`src/design/nps_pkg.sv`:
```
package nps_pkg;

  // distance limit register
  localparam int unsigned LIMIT_W = 34;
  localparam logic [LIMIT_W-1:0] LIMIT_RESET = 34'd22027;

  // input item kinds
  typedef enum logic [1:0] {
    KIND_LOAD  = 2'd0,
    KIND_QUERY = 2'd1,
    KIND_CLEAR = 2'd2
  } kind_t;

  // control tag that travels with each scanned point
  typedef struct packed {
    logic valid;
    logic last;
  } tag_t;

endpackage

```
`src/design/nps_dist.sv`:
```
module nps_dist #(
  parameter int CB = 16,
  parameter int IW = 11
) (
  input  logic                 clk,
  input  logic                 rst,
  input  nps_pkg::tag_t        in_tag,
  input  logic [IW-1:0]        in_index,
  input  logic [CB-1:0]        ref_x,
  input  logic [CB-1:0]        ref_y,
  input  logic [CB-1:0]        qry_x,
  input  logic [CB-1:0]        qry_y,
  output nps_pkg::tag_t        out_tag,
  output logic [IW-1:0]        out_index,
  output logic [2*CB:0]        out_dist
);
  import nps_pkg::*;

  // stage 1: absolute differences
  logic [CB:0]   diff_x;
  logic [CB:0]   diff_y;
  logic [CB-1:0] abs_x;
  logic [CB-1:0] abs_y;
  tag_t          s1_tag;
  logic [IW-1:0] s1_index;

  // stage 2: squares
  logic [2*CB-1:0] sq_x;
  logic [2*CB-1:0] sq_y;
  tag_t            s2_tag;
  logic [IW-1:0]   s2_index;

  // sign-extended differences, magnitude always fits cb bits
  assign diff_x = {ref_x[CB-1], ref_x} - {qry_x[CB-1], qry_x};
  assign diff_y = {ref_y[CB-1], ref_y} - {qry_y[CB-1], qry_y};

  always_ff @(posedge clk) begin
    if (rst) begin
      s1_tag  <= '0;
      s2_tag  <= '0;
      out_tag <= '0;
    end else begin
      s1_tag  <= in_tag;
      s2_tag  <= s1_tag;
      out_tag <= s2_tag;
    end
  end

  always_ff @(posedge clk) begin
    abs_x     <= diff_x[CB] ? CB'(~diff_x + 1'b1) : diff_x[CB-1:0];
    abs_y     <= diff_y[CB] ? CB'(~diff_y + 1'b1) : diff_y[CB-1:0];
    s1_index  <= in_index;
    sq_x      <= {{CB{1'b0}}, abs_x} * {{CB{1'b0}}, abs_x};
    sq_y      <= {{CB{1'b0}}, abs_y} * {{CB{1'b0}}, abs_y};
    s2_index  <= s1_index;
    out_dist  <= {1'b0, sq_x} + {1'b0, sq_y};
    out_index <= s2_index;
  end

endmodule

```
`config.mk`:
```
export PLATFORM = sky130hd
export DESIGN_NAME = nps_dist
export DESIGN_NICKNAME = d
export VERILOG_FILES = /design/src/design/nps_pkg.sv /design/src/design/nps_dist.sv
export SDC_FILE = /design/constraint.sdc
export NUM_CORES = 1
export LEC_CHECK = 0
export ABC_AREA = 1
export ABC_CLOCK_PERIOD_IN_PS = 9320
export BUFFER_PORTS_ARGS = -buffer_cell sky130_fd_sc_hd__buf_2
export CAP_MARGIN = 10
export CORE_MARGIN = 2
export CORE_UTILIZATION = 45
export DETAILED_ROUTE_END_ITERATION = 8
export GPL_ROUTABILITY_DRIVEN = 0
export SYNTH_ARGS = -nofsm -noshare
export SYNTH_HDL_FRONTEND = slang
export SYNTH_SLANG_ARGS = --single-unit
```
`constraint.sdc`:
```
create_clock -name clk -period 9.32 [get_ports clk]
set_clock_uncertainty 0.1 [all_clocks]
set_input_delay 0 -clock clk [delete_from_list [all_inputs] [get_ports clk]]
set_output_delay 0 -clock clk [all_outputs]
set_load 0.02 [all_outputs]
```
==> results.py, run 1 <==
metrics = {
    "synth": {
        "async_flop_share": 0,
        "synth_most_common_cell": "inv_1",
        "synth_xor_area_frac": 0.05141,
        "synth_fa_ha_area_frac": 0.4397,
        "ys_warn_count": 0,
        "synth_compound_area_frac": 0.05905,
        "ys_types": 41,
        "yosys.area.top_type_share": 0.2908,
        "syn_inst": 2847,
        "synth-edff-count": 0,
        "netlist_top_cells_count": "761 x inv_1, 606 x nand2_1, 326 x fa_1, 267 x ha_1, 166 x dfxtp_1",
        "yosysSeqAreaShare": 0.1481,
        "synth_area_leader_cell": "fa_1",
        "syn-num-nets": 3519,
        "ys_top_cells_by_area": "fa_1 29%, ha_1 15%, dfxtp_1 15%, inv_1 13%, nand2_1 10%",
        "synth_top_family_by_area": "adder cells",
        "ys_seq_elements": 166,
        "synth_area_sq_um": 22440,
        "synthFlopType": "dfxtp_1",
        "synth-simple-area-share": 0.1630,
        "synth.area.mux_share": 0,
        "synth_area_per_cell_sq_um": 7.882,
    },
    "final_layout": {
        "layout-drive-gt1-share": 0.06669,
        "area_growth_pct": 9.189,
        "nFillCells": 4905,
        "fin_area_sq_um": 24500,
        "final_cells": 3633,
        "finalNetCount": 3628,
        "diodes": 0,
    },
    "critical_path": {
        "crit_path_end_kind": "flop",
        "max_stage_delay_ps": 900,
        "worstPathRequired_ps": 9570,
        "crit_slowest_cell": "dfxtp_1",
        "arrival_ps": 6370,
        "crit_path_cell_trace": "nand2_1, fa_1, fa_1, inv_1, fa_1, fa_1, fa_1, inv_1, fa_1, inv_1, ha_1, nand2_1, nor2_1, inv_1, nor3_1, nand4_1, nand3_1, a31oi_1, xor2_1",
        "critPathMaxFanout": 19,
        "cp-start-kind": "flop",
        "crit_type": "flop to flop",
        "cp_common_cell": "fa_1",
    },
    "clock_network": {
        "clock_sinks": 166,
        "cts_max_level": 4,
        "cts_tree": "done",
        "numCtsBuffers": 17,
        "cts_root_buf": "clkbuf_16",
        "cts_buffer_depth": 2,
        "clk_latency_ps": 470,
        "clk_pin_slew_ps": 80,
    },
    "global_route": {
        "antenna_found_initial": 1,
        "grtUsageTotal": 0.2065,
        "grt_pass1_wl_um": 84970,
        "grt_start_max_net_pins": 20,
        "grt_pass1_vias": 17830,
        "gr-total-overflow": 0,
    },
    "die": {
        "ios": 125,
        "die_area_sq_um": 51670,
        "num_rows": 81,
        "core_sq_um": 49050,
        "initial_core_util": 0.4575,
        "die_h_um": 227.3,
        "dieWidth_um": 227.3,
    },
    "timing": {
        "tightest_slew_ps": 880.4,
        "fmaxAchievable_mhz": 163.5,
        "period_minus_slack_ps": 6117,
        "slew_headroom": 0.4123,
        "fin_setup_tns_ps": 0,
        "drv_slew": 0,
        "period_share": 0.6563,
        "rsz0062_at_grt": "no",
        "setup_viol": 0,
        "hold_viol": 0,
    },
    "run_status": {
        "status": "finished, final reports clean",
    },
    "detailed_routing": {
        "wirelength_um": 50470,
        "viasPerCell": 4.818,
        "vias": 17500,
        "wl_per_cell_um": 13.89,
        "ant_nets": 0,
        "drt_iter0_drc": 1010,
        "drc": 0,
        "firstDrtPassIters": 5,
    },
    "placed_design": {
        "placed_area_sq_um": 23660,
        "port_buffers": 124,
        "dpl.hpwl_um": 43220,
        "place_inst": 3574,
    },
    "hold_path": {
        "worstHoldPathType": "input pin to flop",
    },
    "job": {
        "max-cap-violations": 0,
    },
}
==> per-stage QoR <==
step | setup WS [ps] | hold slack, ps | utilization
global route | 2978 | 59.32 | 0.4995
finish | 3203 | 27.35 | 0.4995
floorplan | 3770 | -72.28 | -
CTS | 3261 | 5.802 | 0.4995
detailed placement | 3282 | 3.596 | 0.4822
global placement | 3426 | 2.726 | 0.4822
==> sequential cells by signal, summed over array words and instances, names as in the netlist, 11 cells and up <==
register   cells
abs_x         16
sq_x          31
out_index     11
out_dist      33
s2_index      11
sq_y          31
abs_y         16
s1_index      11
==> cells in the final DEF, fill, tap and decap left out, types with 5 or more instances in the layout <==
master | synthesis | routed
inv_1 | 761 | 761
nand2_1 | 606 | 606
fa_1 | 326 | 326
ha_1 | 267 | 267
dfxtp_1 | 166 | 166
nor2_1 | 143 | 143
buf_2 | 0 | 124
a21oi_1 | 112 | 112
xor2_1 | 86 | 86
nand3_1 | 72 | 72
o21ai_0 | 47 | 47
xnor2_1 | 42 | 42
dlygate4sd3_1 | 0 | 27
nor3_1 | 24 | 24
nand4_1 | 19 | 19
clkbuf_16 | 0 | 17
a31oi_1 | 16 | 16
nand2_2 | 16 | 16
a21o_1 | 15 | 15
o21bai_1 | 10 | 10
o21ai_1 | 6 | 6
a21oi_2 | 5 | 5
nand3b_1 | 5 | 5
nor2_2 | 5 | 5
clkinv_4 | 0 | 5
==> worst max-delay path: cells and delay by family, from the launching register on <==
kind                       cells  cell delay [ps]
DFF                            1              900
buffers and inverters          4              200
and+or+nand+nor                6             1090
AOI/OAI and AO/OA              1              140
xor gates and xnor gates       1              150
adders and majority gates      7             3430
==> logic make-up after synthesis <==
family	count (synthesis)
AOI/OAI and AO/OA	232
adders and majority gates	593
xor gates and xnor gates	130
DFF	166
buffers and inverters	826
and+or+nand+nor	900
==> final timing paths <==
path	from	to	slack, ps	cells past startpoint
worst max register to register	abs_x[13]	sq_x[31]	3200	19
worst min-delay path	ref_x[15]	abs_x[15]	30	6
worst max-delay path	abs_x[13]	sq_x[31]	3200	19
worst min register to register	s2_index[1]	out_index[1]	230	0
==> final cells by class <==
cell class              count  area [sq um]  area share
flip-flops and latches    166          3323      0.1356
repair buffers            152         898.4     0.03666
clock buffers              20         456.7     0.01864
clock inverters            12         120.1    0.004902
well taps                 664         830.8     0.03391
inverters                 764          2869      0.1171
multi-input cells        1855         16000      0.6532
==> per-layer routing <==
layer / part of all wire / vias to the layer above / track usage
met5: 0 / - / 0
met4: 0.017 / 0 / 0.06009
met3: 0.045 / 52 / 0.02039
met2: 0.47 / 428 / 0.3425
met1: 0.47 / 8325 / 0.2867
li1: - / 8698 / -
==> repair_timing <==
item                                   in CTS  in global routing
hold buffers                               27                  0
buffers inserted                            0                  0
resized for setup                           0                  0
endpoints found under the hold margin      25                  0
setup endpoints to repair                   0                  0
Power of run 1 is left out: the tool's default activity adds up to more than one toggle a clock period on the data nets, which glitch-free logic cannot reach.
==> inputs of run 2 (changes only) <==
--- a/config.mk
+++ b/config.mk
@@ -6,7 +6,7 @@
 export NUM_CORES = 1
 export LEC_CHECK = 0
 export ABC_AREA = 1
-export ABC_CLOCK_PERIOD_IN_PS = 9320
+export ABC_CLOCK_PERIOD_IN_PS = 6000
 export BUFFER_PORTS_ARGS = -buffer_cell sky130_fd_sc_hd__buf_2
 export CAP_MARGIN = 10
 export CORE_MARGIN = 2
==> constraint.sdc (replaced) <==
create_clock -name clk -period 6 [get_ports clk]
set_clock_uncertainty 0.1 [all_clocks]
set_input_delay 0 -clock clk [delete_from_list [all_inputs] [get_ports clk]]
set_output_delay 0 -clock clk [all_outputs]
set_load 0.02 [all_outputs]
==> results.py, run 2 (same netlist as run 1, synthesis figures left out) <==
metrics = {
    "detailed_routing": {
        "drt_iter0_drc": 841,
        "wl_per_cell_um": 13.22,
        "firstDrtPassIters": 5,
        "vias": 17460,
        "viasPerCell": 4.764,
        "ant_nets": 0,
        "wirelength_um": 48470,
        "drc": 0,
    },
    "timing": {
        "setup_viol": 0,
        "fin_setup_tns_ps": 0,
        "period_minus_slack_ps": 5720,
        "fmaxAchievable_mhz": 174.8,
        "hold_viol": 0,
        "period_share": 0.9534,
        "tightest_slew_ps": 479.5,
        "holdWs_ps": 25.10,
        "slew_headroom": 0.6769,
        "rsz0062_at_grt": "no",
        "finalWorstSetupSlack_ps": 279.6,
        "drv_slew": 0,
    },
    "critical_path": {
        "rr_endpoint": "sq_x[19]",
        "arrival_ps": 6020,
        "reg2reg_slack_ps": 280,
        "worstPathRequired_ps": 6300,
        "reg2regPathDepth": 19,
        "endpoint": "sq_x[19]",
        "cp-startpoint": "abs_x[6]",
        "worstReg2RegStart": "abs_x[6]",
        "crit_type": "flop to flop",
        "critPathMaxFanout": 10,
        "cp-start-kind": "flop",
        "crit_path_end_kind": "flop",
    },
    "clock_network": {
        "cts_root_buf": "clkbuf_16",
        "clock_sinks": 166,
        "clk_pin_slew_ps": 70,
        "numCtsBuffers": 17,
        "clk_latency_ps": 480,
        "cts_setup_buffers": 0,
        "cts_tree": "done",
        "cts_max_level": 4,
        "cts_buffer_depth": 2,
    },
    "placed_design": {
        "port_buffers": 124,
        "post-place-ws_ps": 201.4,
        "dpl.hpwl_um": 42400,
    },
    "die": {
        "die_h_um": 227.3,
        "core_sq_um": 49050,
        "die_area_sq_um": 51670,
        "dieWidth_um": 227.3,
        "ios": 125,
        "initial_core_util": 0.4575,
        "num_rows": 81,
    },
    "final_layout": {
        "largest_reg_flops": 33,
        "final_core_util": 0.5059,
        "diodes": 0,
        "regArea_sq_um": 3342,
        "largest-register": "out_dist",
        "final_cell_mix": "761 x inv_1, 606 x nand2_1, 326 x fa_1",
        "final_common_cell": "inv_1",
        "multi_input_area_sq_um": 16010,
        "nFillCells": 4836,
        "finalNetCount": 3661,
        "area_growth_pct": 10.59,
        "layout-drive-gt1-share": 0.08261,
        "largest_registers": "out_dist (33), sq_x (31), sq_y (31)",
    },
    "run_status": {
        "status": "finished, final reports clean",
    },
    "global_route": {
        "grt_pass1_wl_um": 83410,
        "antenna_found_initial": 0,
        "gr-total-overflow": 0,
        "grt_start_max_net_pins": 20,
        "grtUsageTotal": 0.2016,
        "grt_pass1_vias": 17920,
    },
    "job": {
        "max-cap-violations": 0,
    },
    "hold_path": {
        "worstHoldPathType": "input pin to flop",
    },
}
-- run 2: critical path, cell delays in order (launching register included) --
cell	delay (ps)
dfxtp_1	580
buf_4	250
nand2_1	80
fa_1	490
inv_1	70
fa_1	560
ha_1	150
inv_1	50
fa_1	490
fa_1	550
inv_1	50
fa_1	440
ha_1	370
nand2_1	110
o21ai_0	280
a21oi_1	110
o21ai_0	350
a21oi_1	190
o21bai_1	200
xor2_1	170
-- run 2: through the flow --
| stage | cell area, sq um | cells |
|---|---|---|
| after floorplan | 22440 | 2847 |
| after global placement | 23920 | 3607 |
| after detailed placement | 23920 | 3607 |
| after CTS | 24790 | 3666 |
| after global routing | 24820 | 3666 |
| final | 24820 | 3666 |
-- run 2: final cells by class --
class,instances,area share
timing repair buffer,185,0.04669
clock inverter,15,0.007361
inverter,764,0.1156
clock buffer,17,0.01714
multi-input combinational,1855,0.6451
sequential,166,0.1347
tap,664,0.03348
-- run 2: repair_timing --
item	CTS	global route
hold buffers	27	0
hold endpoints to repair	26	0
setup endpoints to repair	0	12
resized for setup	0	16
-- run 2: routing by layer --
metal,wire (um),up-vias,GRT usage
met3,1753,50,0.02375
met1,22930,8331,0.2727
met4,982,0,0.06304
li1,-,8751,-
met5,0,-,0
met2,22800,331,0.3383
-- run 2: how the worst min path moves through the flow --
stage,cells past startpoint,slack [ps],end,startpoint
3_5_place_dp,1,4,s1_index[7],in_index[7]
4_1_cts,6,0.6,abs_y[1],ref_y[0]
3_3_place_gp,1,3,s1_index[5],in_index[5]
5_1_grt,6,50,abs_y[15],qry_y[15]
6_report,5,30,abs_y[5],ref_y[5]
2_1_floorplan,0,-70,s1_index[0],in_index[0]
Power of run 2 is left out for the same reason.
